--- src/hdl/ssep_pkg.sv ---
`timescale 1ns / 1ps
`default_nettype none
// ----------------------------------------------------------------------------
// Event stream parser package
// Shared types, codes, constants, prefix tables and message table of the event stream parser.
// ----------------------------------------------------------------------------
package ssep_pkg;

    localparam int TYPE_MAX_DEF = 32;
    localparam int LINE_W = 24;
    localparam logic [LINE_W-1:0] MAX_LINE_RESET = 24'd10485760;
    localparam int QUEUE_DEPTH = 4;
    localparam int QUEUE_AW = 2;

    localparam logic [7:0] CH_CR = 8'd13;
    localparam logic [7:0] CH_LF = 8'd10;
    localparam logic [7:0] CH_E = 8'h65;
    localparam logic [7:0] CH_D = 8'h64;

    localparam logic [2:0] EVENT_PREFIX_LAST = 3'd6;
    localparam logic [2:0] DATA_PREFIX_LAST = 3'd5;
    localparam logic [2:0] MESSAGE_LEN = 3'd7;

    localparam logic [1:0] KIND_DATA = 2'd0;
    localparam logic [1:0] KIND_TYPE = 2'd1;
    localparam logic [1:0] KIND_ERROR = 2'd2;

    typedef enum logic [2:0] {
        OP_DATA     = 3'd0,
        OP_STORE    = 3'd1,
        OP_CLRTYPE  = 3'd2,
        OP_DISPATCH = 3'd3,
        OP_ERROR    = 3'd4
    } t_op;

    typedef struct packed {
        t_op        op;
        logic       two;
        logic       emit;
        logic [7:0] data;
    } t_cmd;

    function automatic logic [7:0] event_prefix_char(input logic [2:0] pos);
        logic [7:0] c;
        case (pos)
            3'd0: c = 8'h65;
            3'd1: c = 8'h76;
            3'd2: c = 8'h65;
            3'd3: c = 8'h6E;
            3'd4: c = 8'h74;
            3'd5: c = 8'h3A;
            3'd6: c = 8'h20;
            default: c = 8'h00;
        endcase
        return c;
    endfunction

    function automatic logic [7:0] data_prefix_char(input logic [2:0] pos);
        logic [7:0] c;
        case (pos)
            3'd0: c = 8'h64;
            3'd1: c = 8'h61;
            3'd2: c = 8'h74;
            3'd3: c = 8'h61;
            3'd4: c = 8'h3A;
            3'd5: c = 8'h20;
            default: c = 8'h00;
        endcase
        return c;
    endfunction

    function automatic logic [7:0] message_char(input logic [2:0] pos);
        logic [7:0] c;
        case (pos)
            3'd0: c = 8'h6D;
            3'd1: c = 8'h65;
            3'd2: c = 8'h73;
            3'd3: c = 8'h73;
            3'd4: c = 8'h61;
            3'd5: c = 8'h67;
            3'd6: c = 8'h65;
            default: c = 8'h00;
        endcase
        return c;
    endfunction

endpackage
`default_nettype wire

--- src/hdl/ssep_front.sv ---
`timescale 1ns / 1ps
`default_nettype none
// ----------------------------------------------------------------------------
// Event stream parser front end
// Tracks the line state of each accepted byte and issues commands to the back end.
// ----------------------------------------------------------------------------
module ssep_front (
    input  wire logic                        i_clk,
    input  wire logic                        i_rst_n,
    input  wire logic                        i_accept,
    input  wire logic [7:0]                  i_byte,
    input  wire logic [ssep_pkg::LINE_W-1:0] i_max_len,
    output logic                             o_push,
    output ssep_pkg::t_cmd                   o_cmd
);

    typedef enum logic [5:0] {
        MODE_START     = 6'b000001,
        MODE_PRE_EVENT = 6'b000010,
        MODE_PRE_DATA  = 6'b000100,
        MODE_EVENT     = 6'b001000,
        MODE_DATA      = 6'b010000,
        MODE_IGNORE    = 6'b100000
    } t_mode;

    t_mode                       r_mode, n_mode, mode_eff;
    logic [2:0]                  r_pos, n_pos;
    logic [ssep_pkg::LINE_W-1:0] r_len, n_len;
    logic                        r_crp, n_crp;
    logic                        r_dne, n_dne;
    logic                        r_halted, n_halted;
    logic                        cr_content, b_content;

    always_comb begin
        n_mode = r_mode;
        n_pos = r_pos;
        n_len = r_len;
        n_crp = r_crp;
        n_dne = r_dne;
        n_halted = r_halted;
        mode_eff = r_mode;
        cr_content = 1'b0;
        b_content = 1'b0;
        o_push = 1'b0;
        o_cmd.op = ssep_pkg::OP_DATA;
        o_cmd.two = 1'b0;
        o_cmd.emit = 1'b0;
        o_cmd.data = i_byte;
        if (i_accept && !r_halted) begin
            if (({1'b0, r_len} + 25'd1) > {1'b0, i_max_len}) begin
                n_halted = 1'b1;
                o_push = 1'b1;
                o_cmd.op = ssep_pkg::OP_ERROR;
                o_cmd.data = 8'd0;
            end else begin
                n_len = r_len + 24'd1;
                if (i_byte == ssep_pkg::CH_LF) begin
                    if (r_mode == MODE_START) begin
                        o_push = 1'b1;
                        o_cmd.op = ssep_pkg::OP_DISPATCH;
                        o_cmd.emit = r_dne;
                        n_dne = 1'b0;
                    end
                    n_mode = MODE_START;
                    n_pos = 3'd0;
                    n_len = '0;
                    n_crp = 1'b0;
                end else begin
                    if (r_crp) begin
                        n_crp = 1'b0;
                        if (r_mode == MODE_START) begin
                            mode_eff = MODE_IGNORE;
                            n_mode = MODE_IGNORE;
                        end else begin
                            cr_content = 1'b1;
                        end
                    end
                    case (mode_eff)
                        MODE_START: begin
                            if (i_byte == ssep_pkg::CH_E) begin
                                n_mode = MODE_PRE_EVENT;
                                n_pos = 3'd1;
                            end else if (i_byte == ssep_pkg::CH_D) begin
                                n_mode = MODE_PRE_DATA;
                                n_pos = 3'd1;
                            end else if (i_byte == ssep_pkg::CH_CR) begin
                                n_crp = 1'b1;
                            end else begin
                                n_mode = MODE_IGNORE;
                            end
                        end
                        MODE_PRE_EVENT: begin
                            if (i_byte == ssep_pkg::event_prefix_char(r_pos)) begin
                                n_pos = r_pos + 3'd1;
                                if (r_pos == ssep_pkg::EVENT_PREFIX_LAST) begin
                                    n_mode = MODE_EVENT;
                                    o_push = 1'b1;
                                    o_cmd.op = ssep_pkg::OP_CLRTYPE;
                                end
                            end else begin
                                n_mode = MODE_IGNORE;
                            end
                        end
                        MODE_PRE_DATA: begin
                            if (i_byte == ssep_pkg::data_prefix_char(r_pos)) begin
                                n_pos = r_pos + 3'd1;
                                if (r_pos == ssep_pkg::DATA_PREFIX_LAST) begin
                                    n_mode = MODE_DATA;
                                    if (r_dne) begin
                                        o_push = 1'b1;
                                        o_cmd.op = ssep_pkg::OP_DATA;
                                        o_cmd.data = ssep_pkg::CH_LF;
                                    end
                                end
                            end else begin
                                n_mode = MODE_IGNORE;
                            end
                        end
                        MODE_DATA, MODE_EVENT: begin
                            if (i_byte == ssep_pkg::CH_CR) begin
                                n_crp = 1'b1;
                            end else begin
                                b_content = 1'b1;
                            end
                        end
                        default: begin
                            n_mode = MODE_IGNORE;
                        end
                    endcase
                    if (cr_content || b_content) begin
                        o_push = 1'b1;
                        o_cmd.op = (mode_eff == MODE_DATA) ? ssep_pkg::OP_DATA
                                                           : ssep_pkg::OP_STORE;
                        o_cmd.two = cr_content && b_content;
                        o_cmd.data = b_content ? i_byte : ssep_pkg::CH_CR;
                        if (mode_eff == MODE_DATA) begin
                            n_dne = 1'b1;
                        end
                    end
                end
            end
        end
    end

    always_ff @(posedge i_clk) begin
        if (!i_rst_n) begin
            r_mode <= MODE_START;
            r_pos <= 3'd0;
            r_len <= '0;
            r_crp <= 1'b0;
            r_dne <= 1'b0;
            r_halted <= 1'b0;
        end else begin
            r_mode <= n_mode;
            r_pos <= n_pos;
            r_len <= n_len;
            r_crp <= n_crp;
            r_dne <= n_dne;
            r_halted <= n_halted;
        end
    end

endmodule
`default_nettype wire

--- src/hdl/ssep_queue.sv ---
`timescale 1ns / 1ps
`default_nettype none
// ----------------------------------------------------------------------------
// Event stream parser command queue
// Short first-in first-out queue of commands between the front and back ends.
// ----------------------------------------------------------------------------
module ssep_queue (
    input  wire logic           i_clk,
    input  wire logic           i_rst_n,
    input  wire logic           i_push,
    input  wire ssep_pkg::t_cmd i_cmd,
    input  wire logic           i_pop,
    output logic                o_full,
    output logic                o_empty,
    output ssep_pkg::t_cmd      o_head
);

    ssep_pkg::t_cmd                r_entries [ssep_pkg::QUEUE_DEPTH];
    logic [ssep_pkg::QUEUE_AW-1:0] r_wr_ptr, r_rd_ptr;
    logic [ssep_pkg::QUEUE_AW:0]   r_count;

    assign o_full = (r_count == (ssep_pkg::QUEUE_AW + 1)'(ssep_pkg::QUEUE_DEPTH));
    assign o_empty = (r_count == '0);
    assign o_head = r_entries[r_rd_ptr];

    always_ff @(posedge i_clk) begin
        if (i_push) begin
            r_entries[r_wr_ptr] <= i_cmd;
        end
    end

    always_ff @(posedge i_clk) begin
        if (!i_rst_n) begin
            r_wr_ptr <= '0;
            r_rd_ptr <= '0;
            r_count <= '0;
        end else begin
            if (i_push) begin
                r_wr_ptr <= r_wr_ptr + 1'b1;
            end
            if (i_pop) begin
                r_rd_ptr <= r_rd_ptr + 1'b1;
            end
            case ({i_push, i_pop})
                2'b10: r_count <= r_count + 1'b1;
                2'b01: r_count <= r_count - 1'b1;
                default: r_count <= r_count;
            endcase
        end
    end

endmodule
`default_nettype wire

--- src/hdl/ssep_back.sv ---
`timescale 1ns / 1ps
`default_nettype none
// ----------------------------------------------------------------------------
// Event stream parser back end
// Carries out queued commands: data words, type store writes and clears, dispatch, error.
// ----------------------------------------------------------------------------
module ssep_back #(
    parameter int TYPE_MAX = ssep_pkg::TYPE_MAX_DEF
) (
    input  wire logic           i_clk,
    input  wire logic           i_rst_n,
    input  wire logic           i_empty,
    input  wire ssep_pkg::t_cmd i_head,
    output logic                o_pop,
    input  wire logic           i_out_stall,
    output logic                o_out_valid,
    output logic [1:0]          o_out_kind,
    output logic [7:0]          o_out_byte,
    output logic                o_event_end,
    output logic                o_out_last
);

    localparam int CNT_W = ($clog2(TYPE_MAX + 1) > 3) ? $clog2(TYPE_MAX + 1) : 3;
    localparam int ADDR_W = (TYPE_MAX > 1) ? $clog2(TYPE_MAX) : 1;

    typedef enum logic [3:0] {
        ST_CMD    = 4'b0001,
        ST_SECOND = 4'b0010,
        ST_FETCH  = 4'b0100,
        ST_TYPE   = 4'b1000
    } t_state;

    t_state            r_state, n_state;
    logic [CNT_W-1:0]  r_type_len, n_type_len;
    logic [CNT_W-1:0]  r_cnt, n_cnt;
    logic [CNT_W-1:0]  r_idx, n_idx;
    logic [CNT_W-1:0]  idx_inc;
    logic              r_msg, n_msg;
    logic              r_sec_data, n_sec_data;
    logic [7:0]        r_sec_byte, n_sec_byte;

    logic [7:0]        r_mem [TYPE_MAX];
    logic [7:0]        r_rd;
    logic              wr_en, rd_en;
    logic [ADDR_W-1:0] wr_addr, rd_addr;
    logic [7:0]        wr_data;

    logic              r_ov;
    logic [1:0]        r_kind;
    logic [7:0]        r_byte;
    logic              r_end, r_last;
    logic              can_load, ld, ld_end, ld_last;
    logic [1:0]        ld_kind;
    logic [7:0]        ld_byte;
    logic              type_room;

    assign can_load = !r_ov || !i_out_stall;
    assign idx_inc = r_idx + 1'b1;
    assign type_room = (r_type_len < CNT_W'(TYPE_MAX));
    assign wr_addr = r_type_len[ADDR_W-1:0];

    always_comb begin
        n_state = r_state;
        n_type_len = r_type_len;
        n_cnt = r_cnt;
        n_idx = r_idx;
        n_msg = r_msg;
        n_sec_data = r_sec_data;
        n_sec_byte = r_sec_byte;
        o_pop = 1'b0;
        ld = 1'b0;
        ld_kind = ssep_pkg::KIND_DATA;
        ld_byte = i_head.data;
        ld_end = 1'b0;
        ld_last = 1'b1;
        wr_en = 1'b0;
        wr_data = i_head.data;
        rd_en = 1'b0;
        rd_addr = '0;
        case (r_state)
            ST_CMD: begin
                if (!i_empty) begin
                    case (i_head.op)
                        ssep_pkg::OP_DATA: begin
                            if (can_load) begin
                                o_pop = 1'b1;
                                ld = 1'b1;
                                if (i_head.two) begin
                                    ld_byte = ssep_pkg::CH_CR;
                                    ld_last = 1'b0;
                                    n_sec_data = 1'b1;
                                    n_sec_byte = i_head.data;
                                    n_state = ST_SECOND;
                                end
                            end
                        end
                        ssep_pkg::OP_STORE: begin
                            o_pop = 1'b1;
                            wr_data = i_head.two ? ssep_pkg::CH_CR : i_head.data;
                            if (type_room) begin
                                wr_en = 1'b1;
                                n_type_len = r_type_len + 1'b1;
                            end
                            if (i_head.two) begin
                                n_sec_data = 1'b0;
                                n_sec_byte = i_head.data;
                                n_state = ST_SECOND;
                            end
                        end
                        ssep_pkg::OP_CLRTYPE: begin
                            o_pop = 1'b1;
                            n_type_len = '0;
                        end
                        ssep_pkg::OP_DISPATCH: begin
                            o_pop = 1'b1;
                            n_type_len = '0;
                            if (i_head.emit) begin
                                n_msg = (r_type_len == '0);
                                n_cnt = (r_type_len == '0) ? CNT_W'(ssep_pkg::MESSAGE_LEN)
                                                           : r_type_len;
                                n_idx = '0;
                                n_state = ST_FETCH;
                            end
                        end
                        ssep_pkg::OP_ERROR: begin
                            if (can_load) begin
                                o_pop = 1'b1;
                                ld = 1'b1;
                                ld_kind = ssep_pkg::KIND_ERROR;
                                ld_byte = 8'd0;
                            end
                        end
                        default: begin
                            o_pop = 1'b1;
                        end
                    endcase
                end
            end
            ST_SECOND: begin
                if (r_sec_data) begin
                    if (can_load) begin
                        ld = 1'b1;
                        ld_byte = r_sec_byte;
                        n_state = ST_CMD;
                    end
                end else begin
                    wr_data = r_sec_byte;
                    if (type_room) begin
                        wr_en = 1'b1;
                        n_type_len = r_type_len + 1'b1;
                    end
                    n_state = ST_CMD;
                end
            end
            ST_FETCH: begin
                rd_en = 1'b1;
                rd_addr = r_idx[ADDR_W-1:0];
                n_state = ST_TYPE;
            end
            ST_TYPE: begin
                if (can_load) begin
                    ld = 1'b1;
                    ld_kind = ssep_pkg::KIND_TYPE;
                    ld_byte = r_msg ? ssep_pkg::message_char(r_idx[2:0]) : r_rd;
                    ld_end = (idx_inc == r_cnt);
                    ld_last = ld_end;
                    if (idx_inc == r_cnt) begin
                        n_state = ST_CMD;
                    end else begin
                        n_idx = idx_inc;
                        rd_en = 1'b1;
                        rd_addr = idx_inc[ADDR_W-1:0];
                    end
                end
            end
            default: begin
                n_state = ST_CMD;
            end
        endcase
    end

    always_ff @(posedge i_clk) begin
        if (wr_en) begin
            r_mem[wr_addr] <= wr_data;
        end
        if (rd_en) begin
            r_rd <= r_mem[rd_addr];
        end
    end

    always_ff @(posedge i_clk) begin
        if (ld) begin
            r_kind <= ld_kind;
            r_byte <= ld_byte;
            r_end <= ld_end;
            r_last <= ld_last;
        end
        r_cnt <= n_cnt;
        r_idx <= n_idx;
        r_msg <= n_msg;
        r_sec_data <= n_sec_data;
        r_sec_byte <= n_sec_byte;
    end

    always_ff @(posedge i_clk) begin
        if (!i_rst_n) begin
            r_state <= ST_CMD;
            r_type_len <= '0;
            r_ov <= 1'b0;
        end else begin
            r_state <= n_state;
            r_type_len <= n_type_len;
            if (ld) begin
                r_ov <= 1'b1;
            end else if (!i_out_stall) begin
                r_ov <= 1'b0;
            end
        end
    end

    assign o_out_valid = r_ov;
    assign o_out_kind = r_kind;
    assign o_out_byte = r_byte;
    assign o_event_end = r_end;
    assign o_out_last = r_last;

endmodule
`default_nettype wire

--- src/hdl/sse_event_stream_parser.sv ---
// A data or error word is written into the command queue at the edge that accepts its
// input word and then loaded into the output register; a dispatch passes a fetch state
// and then loads one type word per stored type byte, or the default message name.
// Input is taken at one word per cycle while the command queue is not full.
// The four-entry command queue between front and back end sets how long input can run ahead.
// Reset is synchronous and active low; the type store holds no reset value.
`timescale 1ns / 1ps
`default_nettype none
// ----------------------------------------------------------------------------
// Event stream parser top level
// Parses a server-sent-events byte stream into data, event type and error words.
// ----------------------------------------------------------------------------
module sse_event_stream_parser #(
    parameter int TYPE_MAX = ssep_pkg::TYPE_MAX_DEF
) (
    input  wire logic                        i_clk,
    input  wire logic                        i_rst_n,
    input  wire logic                        i_cfg_valid,
    output logic                             o_cfg_ready,
    input  wire logic [ssep_pkg::LINE_W-1:0] i_cfg_data,
    input  wire logic                        i_in_valid,
    output logic                             o_in_stall,
    input  wire logic [7:0]                  i_in_byte,
    output logic                             o_out_valid,
    input  wire logic                        i_out_stall,
    output logic [1:0]                       o_out_kind,
    output logic [7:0]                       o_out_byte,
    output logic                             o_event_end,
    output logic                             o_out_last
);

    logic [ssep_pkg::LINE_W-1:0] r_max_len;
    logic                        accept;
    logic                        push, pop, full, empty;
    ssep_pkg::t_cmd              cmd, head;

    assign o_cfg_ready = 1'b1;
    assign o_in_stall = full;
    assign accept = i_in_valid && !full;

    always_ff @(posedge i_clk) begin
        if (!i_rst_n) begin
            r_max_len <= ssep_pkg::MAX_LINE_RESET;
        end else if (i_cfg_valid && o_cfg_ready) begin
            r_max_len <= i_cfg_data;
        end
    end

    ssep_front u_front (
        .i_clk     (i_clk),
        .i_rst_n   (i_rst_n),
        .i_accept  (accept),
        .i_byte    (i_in_byte),
        .i_max_len (r_max_len),
        .o_push    (push),
        .o_cmd     (cmd)
    );

    ssep_queue u_queue (
        .i_clk   (i_clk),
        .i_rst_n (i_rst_n),
        .i_push  (push),
        .i_cmd   (cmd),
        .i_pop   (pop),
        .o_full  (full),
        .o_empty (empty),
        .o_head  (head)
    );

    ssep_back #(
        .TYPE_MAX (TYPE_MAX)
    ) u_back (
        .i_clk       (i_clk),
        .i_rst_n     (i_rst_n),
        .i_empty     (empty),
        .i_head      (head),
        .o_pop       (pop),
        .i_out_stall (i_out_stall),
        .o_out_valid (o_out_valid),
        .o_out_kind  (o_out_kind),
        .o_out_byte  (o_out_byte),
        .o_event_end (o_event_end),
        .o_out_last  (o_out_last)
    );

endmodule
`default_nettype wire

--- config.mk ---
export PLATFORM = sky130hd
export DESIGN_NAME = sse_event_stream_parser
export DESIGN_NICKNAME = d
export VERILOG_FILES = /design/src/hdl/ssep_pkg.sv /design/src/hdl/ssep_front.sv /design/src/hdl/ssep_queue.sv /design/src/hdl/ssep_back.sv /design/src/hdl/sse_event_stream_parser.sv
export SDC_FILE = /design/constraint.sdc
export NUM_CORES = 1
export LEC_CHECK = 0
export BUFFER_PORTS_ARGS = -buffer_cell sky130_fd_sc_hd__buf_2
export CAP_MARGIN = 0
export CORE_MARGIN = 2
export CORE_UTILIZATION = 31
export CTS_CLUSTER_DIAMETER = 60
export DETAILED_ROUTE_END_ITERATION = 8
export SYNTH_ARGS = -nofsm -noshare
export SYNTH_HDL_FRONTEND = slang
export SYNTH_SLANG_ARGS = --single-unit
--- constraint.sdc ---
create_clock -name i_clk -period 14.9 [get_ports i_clk]
set_input_delay 2.235 -clock i_clk [delete_from_list [all_inputs] [get_ports i_clk]]
set_output_delay 2.235 -clock i_clk [all_outputs]
set_load 0.005 [all_outputs]
==> results.txt, run 1 <==
status = completed
crit path max fanout = 7
Bufs and invs on worst path = 2
reg-to-reg startpoint = u_front.r_len[7]
unrepaired setup endpoints after global routing = false
CTS root buf = clkbuf_16
Seq pwr share = 48.3%
pwr dens = 131 nW/um2
dpl cells = 2462
Synth top area share = 53.3%
mux share of post-synthesis cell area = 5.71%
TritonCTS buffer count = 47
number of distinct library cells after synthesis = 79
FILL cells = 6117
Vias/cell = 5.15
Post-Layout Cell Count = 2547
Synth Warn # = 0
Logic pwr share = 10.7%
Post-Syn Nets = 1716
Cells after Synth = 1634
clock power share = 41.0%
syn_area_per_cell = 12.1 um2
# diodes = 0
Worst Max-Slew Pin Slew = 1.04 ns
clock tree buffer depth = 3
TritonCTS clock tree = done
hold_buf cts = 0
Synth area leaders = edfxtp_1, dfxtp_1, nand2_1
critical path required time = 15.41 ns
Startpoint Class = flop
1st-iter DRT viols = 1028
# IOs = 52
post-synthesis xor/xnor area fraction = 1.96%
crit path kind = flop to flop
critical path's slowest cell = nor4_1
clk sinks = 430
Worst-Skew Late Latency = 0.59 ns
Nets = 1747
main combinational cell family by area after synthesis = simple AND/OR/NAND/NOR gates
Final Cell Area = 22400 um2
Die H = 256 um
async set-reset flop share out of synthesis = 0%
grt total ovfl = 0
register area share after synthesis = 61.4%
complex-gate fraction of the synthesized area = 8.99%
Max Cap Viol = 0
Simple-Gate Fraction of Synth Area = 16.0%
DRC = 0
Synth area leader = edfxtp_1
Final min period = 5.34 ns
vias in the first global route = 13000
Adder-Cell Fraction of Synth Area = 2.89%
Core Box Area = 63000 um2
DP HPWL = 31.5 mm
share of layout cells above drive strength 1 = 12.1%
Hold Violations, Final = 0
Cell Rows = 92
Clock transition at path regs = 0.06 ns
die width = 256 um
cell leakage power = 0.00762 uW
Placer Congestion = 0.864
Syn-to-layout area delta = 13.8%
skew final = 0.0171 ns
crit path capture type = flop
final worst-path cycle share = 35.8%
number of synthesized flops with an enable pin = 350
DRT antenna net count = 0
Post-Syn Area = 19700 um2
WL/cell = 19.2 um
crit-path leading delay family = simple AND/OR/NAND/NOR gates
Slew Viols, Final = 0
sw power = 725 uW
crit path from = u_front.r_len[7]
setup bufs post-CTS = 0
# setup viols final = 0
Max VDD drop = 92.8 uV
H-tree Lvls = 2
total global-route track usage = 14.7%
Sw Ratio = 24.7%
most used cell, CP = nor4_1
Max-slew headroom = 30.4%
Hold Path Class = flop to flop
cts repair resizes = 0
Pint = 2210 uW
dpl ws = 9.04 ns
ys flop type = edfxtp_1
Worst Min Path Start = u_front.r_len[10]
largest net degree at the start of global routing = 78
Starting Density = 31.3%
initial antenna violation count = 0
critical path's largest stage delay = 0.71 ns
drt pass-1 iters = 7
die area = 65600 um2
setup_tns = 0 ns
#FFs+latches synth = 430
first-pass GRT wire length = 75.6 mm
CP arrival = 5.85 ns
IO Port Bufs = 50
CP Cell Sequence = nand4_1 > nor4_1 > nor2b_1 > and2_1 > nand3_1 > xnor2_1 > ha_1 > nand4_1 > nor4_1 > nand3_1 > nor4_1 > o21bai_1 > o21a_4 > o21a_1 > inv_1 > ha_1 > inv_1 > fa_1 > xor2_1 > or3_1 > a21boi_0
Vias = 13100
Total Routed Length = 48.9 mm
Placed Instance Area = 20800 um2
max frequency = 187 MHz
Final WS setup = 9.56 ns
-- cell usage in the layout (no fill, tap or decap), drive strengths merged, types with 44 or more instances in the layout --
| cell | n |
|---|---|
| clkbuf | 58 |
| mux2i | 45 |
| nor2 | 125 |
| dfxtp | 80 |
| nand2 | 216 |
| nand3 | 96 |
| edfxtp | 350 |
| ha | 44 |
| inv | 57 |
| buf | 67 |
-- logic make-up after synthesis --
family,after synthesis
and+or+nand+nor,648
DFF,430
xor gates and xnor gates,41
muxes,76
adders and majority gates,45
AOI/OAI and AO/OA,256
other,1
buffers and inverters,137
-- power groups by stage --
stage / logic [uW] / clock network [uW] / registers, uW
after floorplan: 200 / 0 / 1430
after global placement: 310 / 0 / 1440
after detailed placement: 315 / 0 / 1440
after CTS: 316 / 1230 / 1420
after global routing: 346 / 1280 / 1420
final: 314 / 1200 / 1420
-- worst register-to-register path, stage by stage, from the launching register on --
cell	delay, ns
dfxtp_1	0.43
nand4_1	0.15
nor4_1	0.71
nor2b_1	0.32
and2_1	0.29
nand3_1	0.14
xnor2_1	0.16
ha_1	0.29
nand4_1	0.14
nor4_1	0.37
nand3_1	0.14
nor4_1	0.27
o21bai_1	0.11
o21a_4	0.15
o21a_1	0.28
inv_1	0.10
ha_1	0.18
inv_1	0.06
fa_1	0.37
xor2_1	0.16
or3_1	0.31
a21boi_0	0.17
-- layer usage --
layer	GRT usage, %	vias to the layer above	share of wire, %
li1	-	6134	-
met1	18.7	6472	41
met2	24.9	429	49
met3	2.89	79	6.8
met4	4.69	0	2.3
met5	0	-	0
-- registers in the layout, summed over array words and instances (netlist names), 8 cells and up, named ones only --
name	flops
r_max_len	24
u_back.o_out_byte	8
u_back.r_mem	256
u_back.r_rd	8
u_back.r_sec_byte	8
u_front.r_len	24
u_queue.r_entries	52
-- final timing paths --
check | cells after the start | to | slack (ns)
worst max-delay path | 21 | u_queue.r_count[2] | 9.56
worst min-delay path | 2 | u_front.r_len[10] | 0.49
worst max register to register | 21 | u_queue.r_count[2] | 9.56
worst min register to register | 2 | u_front.r_len[10] | 0.49
-- cell usage after synthesis (8+ instances only) --
cell type	n
nor2_1	125
buf_2	16
a21o_1	8
edfxtp_1	350
and2_1	26
dfxtp_1	80
nor3_1	25
or3_1	12
o21a_1	10
o22ai_1	8
a211oi_1	20
mux4_2	29
nor2b_1	33
nand4_1	19
a221o_1	8
o21ai_0	36
ha_1	44
and3_1	26
xor2_1	17
clkbuf_1	56
nand3_1	95
a21boi_0	16
a21boi_1	17
a21oi_1	35
nand2_1	215
mux2i_1	45
o211ai_1	19
inv_1	51
nand2b_1	9
nor4_1	16
a31oi_1	32
xnor2_1	22
-- final cells by class --
| type | count | area, um2 | share of cell area, % |
|---|---|---|---|
| flip-flops and latches | 430 | 12100 | 54.0 |
| multi-input cells | 1067 | 7090 | 31.6 |
| clock buffers | 58 | 1280 | 5.71 |
| well taps | 846 | 1060 | 4.72 |
| repair buffers | 67 | 378 | 1.68 |
| clock inverters | 27 | 320 | 1.43 |
| inverters | 52 | 195 | 0.870 |
-- metrics by stage --
| stage | utilization, % | hold slack [ns] | total power [uW] |
|---|---|---|---|
| global route | 35.6 | 0.510 | 3050 |
| finish | 35.6 | 0.488 | 2940 |
| global placement | 33.1 | 0.464 | 1750 |
| detailed placement | 33.1 | 0.476 | 1760 |
| CTS | 35.6 | 0.486 | 2960 |
| floorplan | - | 0.452 | 1630 |
Note: power is estimated with default switching activity, not from simulation.
==> inputs of run 2 (changes only) <==
==> constraint.sdc (replaced) <==
create_clock -name i_clk -period 5 [get_ports i_clk]
set_input_delay 0.75 -clock i_clk [delete_from_list [all_inputs] [get_ports i_clk]]
set_output_delay 0.75 -clock i_clk [all_outputs]
set_load 0.005 [all_outputs]
==> results.txt, run 2 (synthesized netlist as in run 1, its figures left out) <==
status = completed
Max Cap Viol = 0
largest net degree at the start of global routing = 46
Post-Layout Cell Count = 2590
WL/cell = 18.6 um
top flop regs = u_back.r_mem: 256 flops, u_queue.r_entries: 52 flops
DP HPWL = 32.1 mm
drt pass-1 iters = 5
Slew Viols, Final = 0
hold path depth = 3
Final min period = 4.81 ns
initial antenna violation count = 2
Max VDD drop = 284 uV
Max-slew headroom = 24.6%
Total Routed Length = 48.2 mm
DRT antenna net count = 0
DRC = 0
Final Cell Area = 22900 um2
Syn-to-layout area delta = 16.0%
TritonCTS buffer count = 49
Nets = 1786
dpl ws = -0.00791 ns
Placed Instance Area = 21100 um2
Vias/cell = 5.09
first-pass GRT wire length = 75.5 mm
# IOs = 52
# setup viols final = 0
hold_buf cts = 0
# diodes = 0
vias in the first global route = 13100
crit path max fanout = 5
Vias = 13200
IO Port Bufs = 50
clk sinks = 430
H-tree Lvls = 2
Startpoint Class = flop
cell leakage power = 0.00786 uW
Starting Density = 31.3%
Reg2Reg Depth = 21
crit path kind = flop to flop
GRT Max-Usage Layer = met2
Die H = 256 um
Worst Max-Slew Pin Slew = 1.13 ns
met2 Track Usage GR = 24.9%
pwr dens = 388 nW/um2
Final Core Density = 36.3%
dpl cells = 2496
die area = 65600 um2
Clock transition at path regs = 0.06 ns
die width = 256 um
Final WS setup = 0.195 ns
met3 usage = 2.54%
skew final = 0.0244 ns
CP arrival = 5.32 ns
met1 Use GR = 18.4%
final worst-path cycle share = 96.1%
clock tree buffer depth = 3
Largest Register = u_back.r_mem
critical path required time = 5.52 ns
TritonCTS clock tree = done
setup_tns = 0 ns
Hold Violations, Final = 0
Hold Path Class = input pin to flop
total global-route track usage = 14.5%
Core Box Area = 63000 um2
CTS root buf = clkbuf_16
Cell Rows = 92
grt total ovfl = 0
most common cell after layout, fill and taps aside = edfxtp_1
Worst-Skew Late Latency = 0.60 ns
max FFs per register = 256
most frequent cells in the layout = edfxtp_1, nand2_1, nor2_1
crit path capture type = flop
Placer Congestion = 0.839
share of layout cells above drive strength 1 = 14.8%
max frequency = 208 MHz
1st-iter DRT viols = 1030
run 2: area by class of cell:
class	instances	area, um2
Fill cell	6120	40100
Sequential cell	430	12100
Multi-Input combinational cell	1067	7140
Clock buffer	59	1260
Tap cell	846	1060
Timing Repair Buffer	104	706
Clock inverter	32	393
Inverter	52	195
run 2: report_power, final:
| part | switching, uW | internal (uW) | leakage, uW |
|---|---|---|---|
| Sequential | 49.1 | 4150 | 0.00382 |
| Combinational | 667 | 316 | 0.00324 |
| Clock | 1490 | 2190 | 0.000797 |
run 2: worst paths after layout:
path	from	end	slack [ns]
max reg2reg	u_front.r_len[0]	u_queue.r_count[2]	0.19
min	i_cfg_data[23]	r_max_len[23]	0.39
max	u_front.r_len[0]	u_queue.r_count[2]	0.19
min reg2reg	u_front.r_len[16]	u_front.r_len[16]	0.49
run 2: layer usage:
metal  routed length (um)  share of wire (%)  up-vias
met4                 1460                3.0        4
met1                20200                 42     6496
li1                     -                  -     6211
met3                 2500                5.2       91
met2                24000                 50      377
met5                   26              0.054        -
run 2: worst max-delay path: stages (launching register included):
cell	delay, ns
dfxtp_1	0.33
ha_2	0.22
nand3_4	0.10
or4_4	0.54
or3_4	0.37
buf_4	0.17
nor3_4	0.16
xor2_1	0.22
ha_1	0.28
a21o_1	0.16
a21o_1	0.20
nor3_2	0.16
nand3b_1	0.11
o21a_4	0.25
o21a_1	0.20
inv_1	0.06
ha_1	0.17
inv_1	0.06
fa_1	0.37
xor2_1	0.16
or3_1	0.31
a21boi_1	0.13
run 2: timing repair:
action / in CTS / in global routing
pin swaps: 0 / 8
endpoints found under the setup margin: 1 / 2
buffers inserted: 0 / 3
gates resized for setup: 2 / 11
gates cloned: 0 / 0
run 2: through the flow:
step,power [uW],hold WS (ns)
after global routing,9170,0.403
final,8860,0.389
after global placement,5220,0.466
after floorplan,4870,0.452
after detailed placement,5260,0.475
after CTS,8930,0.357
